--- src/hw/rtl/mtb_pkg.sv ---
// Shared types, event codes and state encodings for the multitouch slot reframer.
package mtb_pkg;

  localparam logic [15:0] T_SYN = 16'h0000;
  localparam logic [15:0] T_KEY = 16'h0001;
  localparam logic [15:0] T_ABS = 16'h0003;

  localparam logic [15:0] C_SYN_REPORT = 16'h0000;
  localparam logic [15:0] C_SLOT       = 16'h002f;
  localparam logic [15:0] C_MAJOR      = 16'h0030;
  localparam logic [15:0] C_PX         = 16'h0035;
  localparam logic [15:0] C_PY         = 16'h0036;
  localparam logic [15:0] C_TRACK      = 16'h0039;
  localparam logic [15:0] C_PRESS      = 16'h003a;
  localparam logic [15:0] C_BTN_TOUCH  = 16'h014a;
  localparam logic [15:0] C_BTN_FINGER = 16'h0145;

  localparam logic [31:0] TRACK_NONE = 32'hffff_ffff;

  localparam int          BEAT_W          = 3;
  localparam logic [BEAT_W-1:0] SB_SLOT   = 3'd0;
  localparam logic [BEAT_W-1:0] SB_TRACK  = 3'd1;
  localparam logic [BEAT_W-1:0] SB_PX     = 3'd2;
  localparam logic [BEAT_W-1:0] SB_PY     = 3'd3;
  localparam logic [BEAT_W-1:0] SB_MAJOR  = 3'd4;
  localparam logic [BEAT_W-1:0] SB_PRESS  = 3'd5;
  localparam logic [BEAT_W-1:0] KB_TOUCH  = 3'd0;
  localparam logic [BEAT_W-1:0] KB_FINGER = 3'd1;

  localparam logic REQ_PARSE = 1'b0;
  localparam logic REQ_FLUSH = 1'b1;

  typedef enum logic [2:0] {
    FL_IDLE,
    FL_SCAN,
    FL_EMIT,
    FL_FINISH,
    FL_KEY,
    FL_SYN
  } flush_state_t;

  typedef struct packed {
    logic               req_type;
    logic [15:0]        ev_type;
    logic [15:0]        ev_code;
    logic signed [31:0] ev_value;
  } ev_beat_t;

  typedef struct packed {
    logic [15:0]        out_type;
    logic [15:0]        out_code;
    logic signed [31:0] out_value;
    logic               last;
  } out_beat_t;

  typedef struct packed {
    logic trk;
    logic x;
    logic y;
  } ram_we_t;

endpackage

--- src/hw/rtl/mtb_ev_if.sv ---
// Input event channel: valid, ready and one event beat.
interface mtb_ev_if import mtb_pkg::*; ();
  logic     valid;
  logic     ready;
  ev_beat_t data;

  modport source(output valid, output data, input ready);
  modport sink(input valid, input data, output ready);
endinterface

--- src/hw/rtl/mtb_out_if.sv ---
// Output event channel: valid, ready and one reframed event beat.
interface mtb_out_if import mtb_pkg::*; ();
  logic      valid;
  logic      ready;
  out_beat_t data;

  modport source(output valid, output data, input ready);
  modport sink(input valid, input data, output ready);
endinterface

--- src/hw/rtl/mtb_ram.sv ---
// Generic single-write, single-read RAM with a registered read port.
module mtb_ram #(
  parameter int WIDTH = 32,
  parameter int DEPTH = 10
) (
  input  logic                                  clk,
  input  logic                                  wr_en,
  input  logic [(DEPTH > 1 ? $clog2(DEPTH) : 1)-1:0] wr_addr,
  input  logic [WIDTH-1:0]                      wr_data,
  input  logic [(DEPTH > 1 ? $clog2(DEPTH) : 1)-1:0] rd_addr,
  output logic [WIDTH-1:0]                      rd_data
);

  logic [WIDTH-1:0] mem [DEPTH];

  always_ff @(posedge clk) begin
    if (wr_en) begin
      mem[wr_addr] <= wr_data;
    end
    rd_data <= mem[rd_addr];
  end

endmodule

--- src/hw/rtl/mtb_parser.sv ---
// Event parser: current slot, per-slot flags and field writes into the slot RAMs.
module mtb_parser import mtb_pkg::*; #(
  parameter int SLOTS = 10
) (
  input  logic                                  clk,
  input  logic                                  rst,
  input  logic                                  fire,
  input  ev_beat_t                              beat,
  input  logic                                  clr_touched,
  output logic [SLOTS-1:0]                      active,
  output logic [SLOTS-1:0]                      touched,
  output logic [SLOTS-1:0]                      trk_wr,
  output logic [SLOTS-1:0]                      x_wr,
  output logic [SLOTS-1:0]                      y_wr,
  output ram_we_t                               we,
  output logic [(SLOTS > 1 ? $clog2(SLOTS) : 1)-1:0] wr_addr
);

  localparam int          IW      = SLOTS > 1 ? $clog2(SLOTS) : 1;
  localparam logic [31:0] SLOTS_V = 32'(SLOTS);

  logic [IW-1:0] cur;
  logic          abs_ev;
  logic          slot_ev;
  logic          field_ev;

  assign abs_ev   = fire && (beat.req_type == REQ_PARSE) && (beat.ev_type == T_ABS);
  assign slot_ev  = abs_ev && (beat.ev_code == C_SLOT);
  assign field_ev = abs_ev && (beat.ev_code != C_SLOT);

  assign we.trk  = field_ev && (beat.ev_code == C_TRACK);
  assign we.x    = field_ev && (beat.ev_code == C_PX);
  assign we.y    = field_ev && (beat.ev_code == C_PY);
  assign wr_addr = cur;

  always_ff @(posedge clk) begin
    if (rst) begin
      cur     <= '0;
      active  <= '0;
      touched <= '0;
      trk_wr  <= '0;
      x_wr    <= '0;
      y_wr    <= '0;
    end else begin
      if (slot_ev && ($unsigned(beat.ev_value) < SLOTS_V)) begin
        cur <= beat.ev_value[IW-1:0];
      end
      if (clr_touched) begin
        touched <= '0;
      end else if (field_ev) begin
        touched[cur] <= 1'b1;
      end
      if (we.trk) begin
        trk_wr[cur] <= 1'b1;
        active[cur] <= ($unsigned(beat.ev_value) != TRACK_NONE);
      end
      if (we.x) begin
        x_wr[cur]   <= 1'b1;
        active[cur] <= 1'b1;
      end
      if (we.y) begin
        y_wr[cur]   <= 1'b1;
        active[cur] <= 1'b1;
      end
    end
  end

endmodule

--- src/hw/rtl/mtb_flush.sv ---
// Flush sequencer: walks all slots, reads the slot RAMs for touched ones and drives the output register.
module mtb_flush import mtb_pkg::*; #(
  parameter int SLOTS = 10
) (
  input  logic                                  clk,
  input  logic                                  rst,
  input  logic                                  start,
  input  logic [SLOTS-1:0]                      active,
  input  logic [SLOTS-1:0]                      touched,
  input  logic [SLOTS-1:0]                      trk_wr,
  input  logic [SLOTS-1:0]                      x_wr,
  input  logic [SLOTS-1:0]                      y_wr,
  input  logic [31:0]                           trk_data,
  input  logic [31:0]                           x_data,
  input  logic [31:0]                           y_data,
  output logic [(SLOTS > 1 ? $clog2(SLOTS) : 1)-1:0] rd_addr,
  output logic                                  busy,
  output logic                                  clr_touched,
  mtb_out_if.source                             reframed
);

  localparam int            IW   = SLOTS > 1 ? $clog2(SLOTS) : 1;
  localparam logic [IW-1:0] LAST = IW'(SLOTS - 1);

  flush_state_t      state, state_next;
  logic [IW-1:0]     idx, idx_next;
  logic [BEAT_W-1:0] beat, beat_next;
  logic              finger_down, finger_down_next;
  logic              ovalid;
  out_beat_t         obeat, obeat_next;
  logic              load;
  logic              room;
  logic              any;
  logic [31:0]       press;
  logic [31:0]       trk_val;
  logic [31:0]       x_val;
  logic [31:0]       y_val;

  assign room    = !ovalid || reframed.ready;
  assign any     = |active;
  assign press   = {31'd0, active[idx]};
  assign trk_val = trk_wr[idx] ? trk_data : TRACK_NONE;
  assign x_val   = x_wr[idx] ? x_data : 32'd0;
  assign y_val   = y_wr[idx] ? y_data : 32'd0;
  assign rd_addr = idx;
  assign busy    = (state != FL_IDLE);

  assign reframed.valid = ovalid;
  assign reframed.data  = obeat;

  always_ff @(posedge clk) begin
    if (rst) begin
      state       <= FL_IDLE;
      idx         <= '0;
      beat        <= '0;
      finger_down <= 1'b0;
      ovalid      <= 1'b0;
    end else begin
      state       <= state_next;
      idx         <= idx_next;
      beat        <= beat_next;
      finger_down <= finger_down_next;
      if (load) begin
        ovalid <= 1'b1;
      end else if (reframed.ready) begin
        ovalid <= 1'b0;
      end
    end
  end

  always_ff @(posedge clk) begin
    if (load) begin
      obeat <= obeat_next;
    end
  end

  always_comb begin
    state_next       = state;
    idx_next         = idx;
    beat_next        = beat;
    finger_down_next = finger_down;
    load             = 1'b0;
    clr_touched      = 1'b0;
    obeat_next       = '{out_type: T_ABS, out_code: C_SLOT, out_value: '0, last: 1'b0};
    case (state)
      FL_IDLE: begin
        if (start) begin
          state_next = FL_SCAN;
          idx_next   = '0;
        end
      end
      FL_SCAN: begin
        if (touched[idx]) begin
          state_next = FL_EMIT;
          beat_next  = SB_SLOT;
        end else if (idx == LAST) begin
          state_next = FL_FINISH;
        end else begin
          idx_next = idx + IW'(1);
        end
      end
      FL_EMIT: begin
        case (beat)
          SB_SLOT: begin
            obeat_next.out_code  = C_SLOT;
            obeat_next.out_value = {{(32-IW){1'b0}}, idx};
          end
          SB_TRACK: begin
            obeat_next.out_code  = C_TRACK;
            obeat_next.out_value = trk_val;
          end
          SB_PX: begin
            obeat_next.out_code  = C_PX;
            obeat_next.out_value = x_val;
          end
          SB_PY: begin
            obeat_next.out_code  = C_PY;
            obeat_next.out_value = y_val;
          end
          SB_MAJOR: begin
            obeat_next.out_code  = C_MAJOR;
            obeat_next.out_value = press;
          end
          default: begin
            obeat_next.out_code  = C_PRESS;
            obeat_next.out_value = press;
          end
        endcase
        if (room) begin
          load = 1'b1;
          if (beat == SB_PRESS) begin
            if (idx == LAST) begin
              state_next = FL_FINISH;
            end else begin
              idx_next   = idx + IW'(1);
              state_next = FL_SCAN;
            end
          end else begin
            beat_next = beat + BEAT_W'(1);
          end
        end
      end
      FL_FINISH: begin
        beat_next  = KB_TOUCH;
        state_next = (any != finger_down) ? FL_KEY : FL_SYN;
      end
      FL_KEY: begin
        obeat_next.out_type  = T_KEY;
        obeat_next.out_code  = (beat == KB_TOUCH) ? C_BTN_TOUCH : C_BTN_FINGER;
        obeat_next.out_value = {31'd0, any};
        if (room) begin
          load = 1'b1;
          if (beat == KB_FINGER) begin
            finger_down_next = any;
            state_next       = FL_SYN;
          end else begin
            beat_next = KB_FINGER;
          end
        end
      end
      FL_SYN: begin
        obeat_next = '{out_type: T_SYN, out_code: C_SYN_REPORT, out_value: '0, last: 1'b1};
        if (room) begin
          load        = 1'b1;
          clr_touched = 1'b1;
          state_next  = FL_IDLE;
        end
      end
      default: begin
        state_next = FL_IDLE;
      end
    endcase
  end

endmodule

--- src/hw/rtl/mt_b_slot_tracker_reframer_top.sv ---
// Top level of the multitouch protocol B slot tracker and reframer.
//
// The events channel takes one beat per input item: a parse request carries
// one input event, a flush request asks for the reframed batch. Parse beats
// are accepted one per cycle while no flush is running and produce no
// output; they update the current slot, the per-slot flags and the slot
// RAMs holding tracking id, x and y. A flush beat starts a walk over all
// slots, skipping untouched ones. Each touched slot gets a RAM read and
// six output beats. The finish step decides on the optional key pair of
// two beats; the closing sync report is one beat flagged with last.
// The events channel is not ready while a flush is running; the next item is
// taken as soon as the closing sync report is in the output register.
// A stalled receiver holds the output register and pauses the walk.
// Reset clears the flags, the current slot and the finger state; RAM
// entries never written read back as their reset values through per-entry
// written bits, so no clearing pass is needed.
module mt_b_slot_tracker_reframer_top import mtb_pkg::*; #(
  parameter int SLOTS = 10
) (
  input  logic       clk,
  input  logic       rst,
  mtb_ev_if.sink     events,
  mtb_out_if.source  reframed
);

  localparam int IW = SLOTS > 1 ? $clog2(SLOTS) : 1;

  logic             fire;
  logic             start;
  logic             busy;
  logic             clr_touched;
  logic [SLOTS-1:0] active;
  logic [SLOTS-1:0] touched;
  logic [SLOTS-1:0] trk_wr;
  logic [SLOTS-1:0] x_wr;
  logic [SLOTS-1:0] y_wr;
  ram_we_t          we;
  logic [IW-1:0]    wr_addr;
  logic [IW-1:0]    rd_addr;
  logic [31:0]      trk_data;
  logic [31:0]      x_data;
  logic [31:0]      y_data;
  logic [31:0]      wr_data;

  assign events.ready = !busy;
  assign fire         = events.valid && events.ready;
  assign start        = fire && (events.data.req_type == REQ_FLUSH);
  assign wr_data      = events.data.ev_value;

  mtb_parser #(.SLOTS(SLOTS)) u_parser (
    .clk         (clk),
    .rst         (rst),
    .fire        (fire),
    .beat        (events.data),
    .clr_touched (clr_touched),
    .active      (active),
    .touched     (touched),
    .trk_wr      (trk_wr),
    .x_wr        (x_wr),
    .y_wr        (y_wr),
    .we          (we),
    .wr_addr     (wr_addr)
  );

  mtb_ram #(.WIDTH(32), .DEPTH(SLOTS)) u_trk_ram (
    .clk     (clk),
    .wr_en   (we.trk),
    .wr_addr (wr_addr),
    .wr_data (wr_data),
    .rd_addr (rd_addr),
    .rd_data (trk_data)
  );

  mtb_ram #(.WIDTH(32), .DEPTH(SLOTS)) u_x_ram (
    .clk     (clk),
    .wr_en   (we.x),
    .wr_addr (wr_addr),
    .wr_data (wr_data),
    .rd_addr (rd_addr),
    .rd_data (x_data)
  );

  mtb_ram #(.WIDTH(32), .DEPTH(SLOTS)) u_y_ram (
    .clk     (clk),
    .wr_en   (we.y),
    .wr_addr (wr_addr),
    .wr_data (wr_data),
    .rd_addr (rd_addr),
    .rd_data (y_data)
  );

  mtb_flush #(.SLOTS(SLOTS)) u_flush (
    .clk         (clk),
    .rst         (rst),
    .start       (start),
    .active      (active),
    .touched     (touched),
    .trk_wr      (trk_wr),
    .x_wr        (x_wr),
    .y_wr        (y_wr),
    .trk_data    (trk_data),
    .x_data      (x_data),
    .y_data      (y_data),
    .rd_addr     (rd_addr),
    .busy        (busy),
    .clr_touched (clr_touched),
    .reframed    (reframed)
  );

`ifndef SYNTH
  a_flush_starts: assert property (@(posedge clk) disable iff (rst) start |=> busy)
    else $error("Accepted flush request did not start the slot walk.");

  a_no_write_in_flush: assert property (@(posedge clk) disable iff (rst)
    busy |-> !(we.trk || we.x || we.y))
    else $error("Slot RAM written while a flush is running.");

  a_touched_cleared: assert property (@(posedge clk) disable iff (rst)
    $fell(busy) |-> (touched == '0))
    else $error("Touched flags not cleared at the end of a flush.");
`endif

endmodule

--- src/flat_wrapper.sv ---
// flat-port wrapper written by rule: the top's interface ports become plain ports
module mt_b_slot_tracker_reframer_top_flat import mtb_pkg::*;
#(
  parameter int SLOTS = 10
)
  (clk, rst, events_valid, events_data, events_ready, reframed_valid, reframed_data, reframed_ready);
  mtb_ev_if events_i ();
  mtb_out_if reframed_i ();
  input  logic clk;
  input  logic rst;
  input wire logic [$bits(events_i.valid)-1:0] events_valid;
  input wire logic [$bits(events_i.data)-1:0] events_data;
  output wire logic [$bits(events_i.ready)-1:0] events_ready;
  output wire logic [$bits(reframed_i.valid)-1:0] reframed_valid;
  output wire logic [$bits(reframed_i.data)-1:0] reframed_data;
  input wire logic [$bits(reframed_i.ready)-1:0] reframed_ready;
  assign events_i.valid = events_valid;
  assign events_i.data = events_data;
  assign events_ready = events_i.ready;
  assign reframed_valid = reframed_i.valid;
  assign reframed_data = reframed_i.data;
  assign reframed_i.ready = reframed_ready;
  mt_b_slot_tracker_reframer_top #(.SLOTS(SLOTS)) u_core (.clk(clk), .rst(rst), .events(events_i), .reframed(reframed_i));
endmodule
--- config.mk ---
export PLATFORM = sky130hd
export DESIGN_NAME = mt_b_slot_tracker_reframer_top_flat
export DESIGN_NICKNAME = d
export VERILOG_FILES = /design/src/hw/rtl/mtb_pkg.sv /design/src/hw/rtl/mtb_ev_if.sv /design/src/hw/rtl/mtb_out_if.sv /design/src/hw/rtl/mtb_ram.sv /design/src/hw/rtl/mtb_parser.sv /design/src/hw/rtl/mtb_flush.sv /design/src/hw/rtl/mt_b_slot_tracker_reframer_top.sv /design/src/flat_wrapper.sv
export SDC_FILE = /design/constraint.sdc
export NUM_CORES = 1
export LEC_CHECK = 0
export BUFFER_PORTS_ARGS = -buffer_cell sky130_fd_sc_hd__buf_2
export CORE_MARGIN = 2
export CORE_UTILIZATION = 45
export DETAILED_ROUTE_END_ITERATION = 8
export GPL_ROUTABILITY_DRIVEN = 0
export PLACE_DENSITY = 0.72
export SETUP_SLACK_MARGIN = 0.5
export SYNTH_ARGS = -nofsm -noshare
export SYNTH_HDL_FRONTEND = slang
export SYNTH_HIERARCHICAL = 1
export SYNTH_SLANG_ARGS = --single-unit
--- constraint.sdc ---
create_clock -name clk -period 7.19 [get_ports clk]
set_input_delay 0.719 -clock clk [delete_from_list [all_inputs] [get_ports clk]]
set_output_delay 0.719 -clock clk [all_outputs]
set_load 0.01 [all_outputs]
==> results of run 1 <==
final cells by class:
class	count	area, um^2
tap	1368	1710
inverter	35	131
sequential	1164	33300
clock inverter	62	696
multi-input combinational	1397	11700
timing repair buffer	175	1040
clock buffer	151	3130
fill	8084	49700
sequential cells by signal, summed over array words and instances (netlist names), 4 cells and up:
register,count
u_core/u_flush/reframed.data,42
u_core/u_parser/touched,10
u_core/u_y_ram/rd_data,32
u_core/u_parser/y_wr,10
u_core/u_y_ram/mem,320
u_core/u_flush/rd_addr,4
u_core/u_x_ram/mem,320
u_core/u_parser/x_wr,10
u_core/u_trk_ram/mem,320
u_core/u_x_ram/rd_data,32
u_core/u_parser/active,10
u_core/u_parser/trk_wr,10
u_core/u_parser/wr_addr,4
u_core/u_trk_ram/rd_data,32
cell usage in the layout, fill, tap and decap left out, types with 93 or more instances in the layout:
cell and instances:
dfxtp_1 160, mux2_2 270, o31ai_2 93, o22ai_1 117, nand2_1 134, a22o_1 97
clkbuf_16 114, edfxtp_1 1002, mux2i_1 208, buf_2 113
per-layer routing:
| layer | global-route usage (%) | wire length [um] | up-vias |
|---|---|---|---|
| met1 | 29.2 | 46600 | 12900 |
| met5 | 0 | 43 | - |
| li1 | - | - | 11000 |
| met3 | 2.96 | 7420 | 157 |
| met2 | 32.6 | 50900 | 1011 |
| met4 | 5.45 | 2540 | 6 |
metrics by stage:
step | utilization [%] | instance area, um^2
after floorplan | - | 45900
after global placement | 47.2 | 47900
after detailed placement | 47.2 | 47900
after CTS | 51.0 | 51800
after global routing | 51.0 | 51800
final | 51.0 | 51800
cells by family after synthesis:
kind of cell,synth area share [%]
muxes,11.9
DFF,72.7
other,0.00818
adders and majority gates,0.191
AOI/OAI and AO/OA,8.35
and+or+nand+nor,4.26
xor gates and xnor gates,0.0573
buffers and inverters,2.54
path summary, 6_finish.rpt:
| path | from | to | slack (ps) | depth (start not counted) |
|---|---|---|---|---|
| setup / recovery | u_core/u_flush/state[0] | u_core/u_x_ram/mem[1][23] | 2650 | 10 |
| hold / removal | u_core/u_parser/touched[4] | u_core/u_parser/touched[4] | 460 | 1 |
| setup reg to reg | u_core/u_flush/state[0] | u_core/u_x_ram/mem[1][23] | 2650 | 10 |
| hold reg to reg | u_core/u_parser/touched[4] | u_core/u_parser/touched[4] | 460 | 1 |
power breakdown:
group,switching (mW),internal [mW]
clock network,2.50,3.50
registers,0.156,7.55
logic,1.23,1.09
==> results.py, run 1 <==
metrics = {
    "place": {
        "dp.cells": 4139,
        "hpwl_mm": 61.6,
        "port_buffers": 113,
        "preCtsSetupSlack_ps": 2740,
    },
    "global_route": {
        "antenna_found_initial": 4,
        "overflow": 0,
        "grtUsageTotal_pct": 20.4,
        "grt_pass1_wl_mm": 158,
        "grt_start_max_net_pins": 104,
        "grt_pass1_vias": 24500,
    },
    "logic_synthesis": {
        "synth_top_area_share_pct": 65.7,
        "yosysSeqAreaShare_pct": 72.7,
        "syn-cell-area_um2": 45800,
        "netlist_instances": 2755,
        "yosys_warnings": 6,
        "synth_area_leaders": "edfxtp_1, dfxtp_1, mux2_2, mux2i_1, o31ai_2",
        "ys_async_sr_fraction_pct": 0,
        "yosys-top-cells-count": "edfxtp_1, mux2_2, mux2i_1",
        "yosys.area.top_type": "edfxtp_1",
        "synthFlopType": "edfxtp_1",
        "synth_cell_type_count": 65,
        "avgSynthCellArea_um2": 16.6,
        "yosysMostFrequentCell": "edfxtp_1",
        "synth_seq_cells": 1164,
        "synth-edff-count": 1002,
    },
    "detailed_routing": {
        "drtAntennaViolNets": 0,
        "vias_per_cell": 5.77,
        "wire_per_inst_um": 24.7,
        "via_count": 25100,
        "firstDrtPassIters": 5,
        "route.detailed.drc": 0,
        "detail_route.iter0.violations": 2906,
        "drt-total-wl_mm": 107,
    },
    "setup_path": {
        "crit_type": "flop to flop",
        "crit_family": "simple AND/OR/NAND/NOR gates",
        "critPathArrivalTime_ps": 4820,
        "crit_path_frequent_cell": "nor3_1",
        "cp_num_buf_inv": 1,
        "slowest_delay_ps": 910,
        "start_kind": "flop",
        "crit_slowest_cell": "nor2_4",
        "worstSetupEndpointType": "flop",
        "crit_chain": "nor3_1, inv_1, nor2b_1, nor4b_2, nand4_1, nor3_1, nand2_1, nor2_1, or3b_2, nor2_4",
        "path_max_fanout": 32,
        "cp.required_ps": 7480,
    },
    "timing": {
        "fin_hold_ws_ps": 462,
        "final_hold_viol_count": 0,
        "relSlewSlack_pct": 15.4,
        "clock.fmax_mhz": 220,
        "setup_slack_ps": 2650,
        "rsz0062_at_grt": "no",
        "fin_tns_setup_ps": 0,
        "worstMarginPinSlew_ps": 1270,
        "skew_ps": 51.2,
        "finalSetupViolations": 0,
        "fin_crit_ps": 4540,
        "slew_viol_final": 0,
        "fin_crit_sh_pct": 63.1,
    },
    "floorplanning": {
        "die_w_um": 323,
        "coreArea_um2": 101000,
        "start_util_pct": 45.2,
        "die_area_um2": 104000,
        "rows": 117,
        "die_y_um": 323,
        "io_pins": 136,
    },
    "cts": {
        "post_cts_buffers": 0,
        "clk_pin_slew_worst_paths_ps": 70,
        "cts-root-buf": "clkbuf_16",
        "htree_levels": 3,
        "clk_latency_ps": 700,
        "cts_max_path_buffers": 3,
        "ctsResizeCount": 0,
        "postCtsHoldBufs": 0,
        "cts_tree": "built",
        "cts_buffers": 113,
        "clock_sinks": 1164,
    },
    "power_and_ir_drop": {
        "p_per_area_nw_per_um2": 310,
        "peakVddDrop_v": 0.000198,
        "total_power_mw": 16.0,
        "leakage_nw": 16.5,
    },
    "finish": {
        "synthToLayoutAreaGrowth_pct": 12.9,
        "fin_nets": 2962,
        "fin_cells": 4352,
        "drive_gt1_share_pct": 26.3,
        "diodes": 0,
    },
    "run_status": {
        "status": "finished, final reports clean",
    },
    "flow_run": {
        "maxCapViolCount": 0,
    },
    "worst_hold_path": {
        "hold_class": "flop to flop",
    },
}
No activity file was read; power rests on OpenSTA's default activity.
==> run 2: changes to the inputs <==
- clock period: 7.19 -> 4.7 ns (I/O delays scaled with it)
==> run 2 against run 1 <==
Effect of this change:
- wire length increased by 4.7%
- sequential cell count unchanged
- critical path depth increased by 2
- clock skew is 29 ps lower
- largest power group unchanged
- non-clock buffer count grew 34
==> results.py, run 2 (synthesis results as in run 1) <==
metrics = {
    "timing": {
        "fin_crit_ps": 3910,
        "finalSetupViolations": 0,
        "worstMarginPinSlew_ps": 1140,
        "rsz0062_at_grt": "no",
        "final_hold_viol_count": 0,
        "clock.fmax_mhz": 256,
        "slew_viol_final": 0,
        "skew_ps": 22.3,
        "fin_crit_sh_pct": 83.2,
        "fin_tns_setup_ps": 0,
        "relSlewSlack_pct": 24.3,
    },
    "detailed_routing": {
        "detail_route.iter0.violations": 2262,
        "firstDrtPassIters": 6,
        "wire_per_inst_um": 25.7,
        "vias_per_cell": 5.76,
        "via_count": 25300,
        "drt-total-wl_mm": 113,
        "route.detailed.drc": 0,
        "drtAntennaViolNets": 0,
    },
    "setup_path": {
        "cp.required_ps": 5090,
        "critPathArrivalTime_ps": 4290,
        "crit_family": "simple AND/OR/NAND/NOR gates",
        "cp_num_buf_inv": 3,
        "worstSetupEndpoint": "u_core/u_y_ram/mem[6][9]",
        "start_kind": "flop",
        "worst_r2r_path_depth": 12,
        "crit_path_frequent_cell": "nor3_1",
        "r2r_slack_ps": 790,
        "worstSetupEndpointType": "flop",
        "cp.depth": 12,
        "path_max_fanout": 17,
        "slowest_delay_ps": 620,
        "timing.rr.start": "u_core/u_flush/state[2]",
        "crit_start": "u_core/u_flush/state[2]",
        "crit_chain": "nor3_1, buf_4, inv_1, nor2b_1, nor4b_2, nand4_1, nor3_1, nand2_1, nor2_1, nand3b_1, nor2_4, buf_12",
        "crit_slowest_cell": "nor2_4",
        "reg2reg_to": "u_core/u_y_ram/mem[6][9]",
        "crit_type": "flop to flop",
    },
    "finish": {
        "postLayoutCoreUtil_pct": 51.5,
        "fin_nets": 2994,
        "layout_common_cells": "edfxtp_1, mux2_2, mux2i_1",
        "largest_registers": "u_core/u_trk_ram/mem (320), u_core/u_x_ram/mem (320), u_core/u_y_ram/mem (320)",
        "synthToLayoutAreaGrowth_pct": 13.9,
        "drive_gt1_share_pct": 27.2,
        "final_common_cell": "edfxtp_1",
    },
    "floorplanning": {
        "io_pins": 136,
        "start_util_pct": 45.2,
        "rows": 117,
        "coreArea_um2": 101000,
        "die_w_um": 323,
        "die_area_um2": 104000,
        "die_y_um": 323,
    },
    "global_route": {
        "grt_pass1_wl_mm": 162,
        "overflow": 0,
        "grt_start_max_net_pins": 130,
        "grtUsageTotal_pct": 21.2,
        "grt_pass1_vias": 24200,
        "antenna_found_initial": 4,
    },
    "cts": {
        "htree_levels": 3,
        "clk_latency_ps": 690,
        "clk_pin_slew_worst_paths_ps": 60,
        "clock_sinks": 1164,
        "cts_max_path_buffers": 3,
        "cts-root-buf": "clkbuf_16",
        "cts_buffers": 111,
        "cts_tree": "built",
    },
    "worst_hold_path": {
        "hold_path.startpoint": "rst",
        "hold_class": "input port to flop",
    },
    "power_and_ir_drop": {
        "leakage_nw": 16.7,
        "p_per_area_nw_per_um2": 471,
        "peakVddDrop_v": 0.000370,
    },
    "place": {
        "port_buffers": 113,
        "hpwl_mm": 69.1,
    },
    "run_status": {
        "status": "finished, final reports clean",
    },
    "flow_run": {
        "maxCapViolCount": 0,
    },
}
[run 2: power breakdown]
group	total, mW	internal, mW	switching [mW]	leakage [nW]
Sequential	11.8	11.6	0.252	10.3
Clock	9.18	5.40	3.78	1.88
Combinational	3.60	1.68	1.91	4.42
Total	24.6	18.6	5.95	16.7
[run 2: cell type report]
type	instances	area [um^2]
fillers	8045	49200
flip-flops and latches	1164	33300
multi-input cells	1397	11800
clock buffers	153	3140
well taps	1368	1710
repair buffers	209	1460
clock inverters	59	684
inverters	35	131
diodes	1	2.50
[run 2: worst min-delay path by stage]
stage	end	slack (ps)	depth (start not counted)
6_report	u_core/u_parser/trk_wr[4]	230	2
5_1_grt	u_core/u_parser/trk_wr[3]	230	2
4_1_cts	u_core/u_parser/trk_wr[3]	210	2
3_5_place_dp	u_core/u_parser/touched[5]	450	1
3_3_place_gp	u_core/u_parser/touched[6]	440	1
2_1_floorplan	u_core/u_parser/touched[4]	440	1
[run 2: through the flow]
step | setup slack [ps] | hold slack [ps] | cell area, um^2 | power [mW] | std cells
CTS | 622 | 207 | 52200 | 24.7 | 4379
finish | 792 | 235 | 52200 | 24.6 | 4386
detailed placement | 682 | 453 | 48300 | 15.6 | 4167
global route | 548 | 234 | 52200 | 25.3 | 4385
floorplan | 547 | 435 | 46000 | 14.7 | 2776
global placement | 690 | 444 | 48300 | 15.6 | 4167
[run 2: layer usage]
metal  vias up  wire [um]  global-route usage (%)
li1      11100          -                       -
met1     13000      47100                    28.8
met2       986      54300                    34.6
met3       172       7940                    3.80
met4         6       3250                    6.85
met5         -         33                       0
[run 2: repair_timing]
| item | CTS | global route |
|---|---|---|
| hold buffers | 0 | 0 |
| buffers inserted | 0 | 6 |
| resized for setup | 0 | 0 |
| setup endpoints to repair | 0 | 15 |
==> run 3: changes to the inputs <==
- PLACE_DENSITY: 0.72 -> 0.74
- clock period: 4.7 -> 3.2 ns (I/O delays scaled with it)
==> run 3 against run 2 <==
Effect of this change:
- non-clock buffer count up 154
- worst setup slack worse by 710 ps
- final cell count up 3.5%
- count of clock-buffer cells in the layout shrank 9
- maximum frequency is 25% higher
- critical endpoint is now u_core/u_y_ram/mem[4][16]
- global-route usage up 0.87 points
- largest cell class unchanged
==> results.py, run 3 (synthesis results as in run 1) <==
metrics = {
    "run_status": {
        "status": "finished, final reports clean",
    },
    "floorplanning": {
        "coreArea_um2": 101000,
        "die_y_um": 323,
        "rows": 117,
        "die_w_um": 323,
        "io_pins": 136,
        "die_area_um2": 104000,
        "start_util_pct": 45.2,
    },
    "worst_hold_path": {
        "min_to": "u_core/u_trk_ram/mem[2][5]",
        "hold_depth": 1,
        "hold_class": "input port to flop",
        "hold_path.startpoint": "events_data[5]",
    },
    "setup_path": {
        "critPathArrivalTime_ps": 3510,
        "crit_start": "u_core/u_flush/state[0]",
        "r2r_slack_ps": 80,
        "cp.required_ps": 3600,
        "start_kind": "flop",
        "path_max_fanout": 8,
        "crit_type": "flop to flop",
        "timing.rr.start": "u_core/u_flush/state[0]",
        "worstSetupEndpointType": "flop",
        "reg2reg_to": "u_core/u_y_ram/mem[4][16]",
        "worst_r2r_path_depth": 14,
    },
    "cts": {
        "clock_sinks": 1164,
        "htree_levels": 3,
        "cts-root-buf": "clkbuf_16",
        "cts_max_path_buffers": 3,
        "cts_buffers": 113,
        "cts_tree": "built",
        "clk_latency_ps": 710,
        "clk_pin_slew_worst_paths_ps": 60,
    },
    "timing": {
        "skew_ps": 54.6,
        "rsz0062_at_grt": "yes",
        "finalSetupViolations": 0,
        "relSlewSlack_pct": 32.3,
        "fin_tns_setup_ps": 0,
        "setup_slack_ps": 83.4,
        "fin_crit_sh_pct": 97.4,
        "worstMarginPinSlew_ps": 1010,
        "fin_crit_ps": 3120,
        "clock.fmax_mhz": 321,
        "slew_viol_final": 0,
        "final_hold_viol_count": 0,
    },
    "finish": {
        "layout_common_cells": "edfxtp_1, mux2_2, mux2i_1",
        "final_common_cell": "edfxtp_1",
        "nFillCells": 7634,
        "drive_gt1_share_pct": 31.0,
        "synthToLayoutAreaGrowth_pct": 20.2,
        "fin_nets": 3150,
        "postLayoutCoreUtil_pct": 54.3,
        "largest_registers": "u_core/u_trk_ram/mem (320), u_core/u_x_ram/mem (320), u_core/u_y_ram/mem (320)",
    },
    "detailed_routing": {
        "via_count": 26500,
        "wire_per_inst_um": 26.9,
        "drtAntennaViolNets": 0,
        "route.detailed.drc": 0,
        "detail_route.iter0.violations": 3088,
        "vias_per_cell": 5.84,
        "drt-total-wl_mm": 122,
        "firstDrtPassIters": 5,
    },
    "power_and_ir_drop": {
        "peakVddDrop_v": 0.000425,
        "p_per_area_nw_per_um2": 668,
        "leakage_nw": 17.9,
    },
    "global_route": {
        "antenna_found_initial": 5,
        "grt_pass1_vias": 25200,
        "grtUsageTotal_pct": 22.1,
        "grt_pass1_wl_mm": 168,
        "grt_start_max_net_pins": 140,
        "overflow": 0,
    },
    "place": {
        "hpwl_mm": 73.4,
        "preCtsSetupSlack_ps": -80.1,
        "port_buffers": 113,
    },
    "flow_run": {
        "maxCapViolCount": 0,
    },
}
[run 3: metal layers]
metal	global-route usage (%)	part of all wire, %	vias to the layer above
met1	30.1	41	13500
met5	0	0.012	-
met4	8.37	3.6	2
met2	34.8	46	1335
met3	4.77	9.4	221
li1	-	-	11500
[run 3: worst max-delay path: stages, from the launching register on]
cell,delay [ps]
dfxtp_2,330
nor3_4,270
inv_2,70
nor2b_2,120
nor4b_4,220
nand4_1,180
nor3_2,190
nand2_2,190
nor2_4,220
buf_4,150
nand3b_1,150
buf_4,210
nor3_4,150
buf_6,180
clkbuf_16,180
[run 3: final cells by class]
| cell class | count | area, um^2 | area share, % |
|---|---|---|---|
| Tap cell | 1368 | 1710 | 3.11 |
| Timing Repair Buffer | 363 | 4160 | 7.55 |
| Multi-Input combinational cell | 1397 | 11800 | 21.4 |
| Clock inverter | 69 | 838 | 1.52 |
| Clock buffer | 144 | 3090 | 5.62 |
| Inverter | 35 | 131 | 0.238 |
| Sequential cell | 1164 | 33300 | 60.5 |
| Antenna cell | 1 | 2.50 | 0.00454 |
[run 3: repair_timing]
| action | CTS | global route |
|---|---|---|
| buffers inserted | 16 | 27 |
| cloned | 8 | 29 |
| hold endpoints to repair | 16 | 0 |
| resized for setup | 17 | 29 |
| pin swaps | 6 | 14 |
| endpoints found under the setup margin | 964 | 999 |
| hold buffers | 3 | 0 |
[run 3: worst max-delay path by stage]
stage / slack, ps / end / depth (start not counted)
after floorplan: -170 / u_core/u_trk_ram/mem[0][0] / 10
after global placement: -110 / u_core/u_y_ram/mem[3][27] / 12
after detailed placement: -80 / u_core/u_y_ram/mem[0][13] / 11
after CTS: 100 / u_core/u_trk_ram/mem[0][18] / 11
after global routing: -90 / u_core/u_y_ram/mem[4][16] / 14
final: 80 / u_core/u_y_ram/mem[4][16] / 14
[run 3: where the power goes]
| part | switching, mW | internal (mW) | total, mW |
|---|---|---|---|
| logic | 3.06 | 2.59 | 5.65 |
| clock network | 5.70 | 8.14 | 13.8 |
| registers | 0.315 | 17.0 | 17.3 |
[run 3: stage by stage]
step,total power [mW],area (um^2),hold slack (ps),std cells
global route,37.8,55100,3.08,4540
floorplan,21.7,46200,419,2776
CTS,36.9,54000,1.44,4484
detailed placement,23.2,49600,452,4244
global placement,23.1,49600,441,4244
finish,36.8,55100,31.5,4541
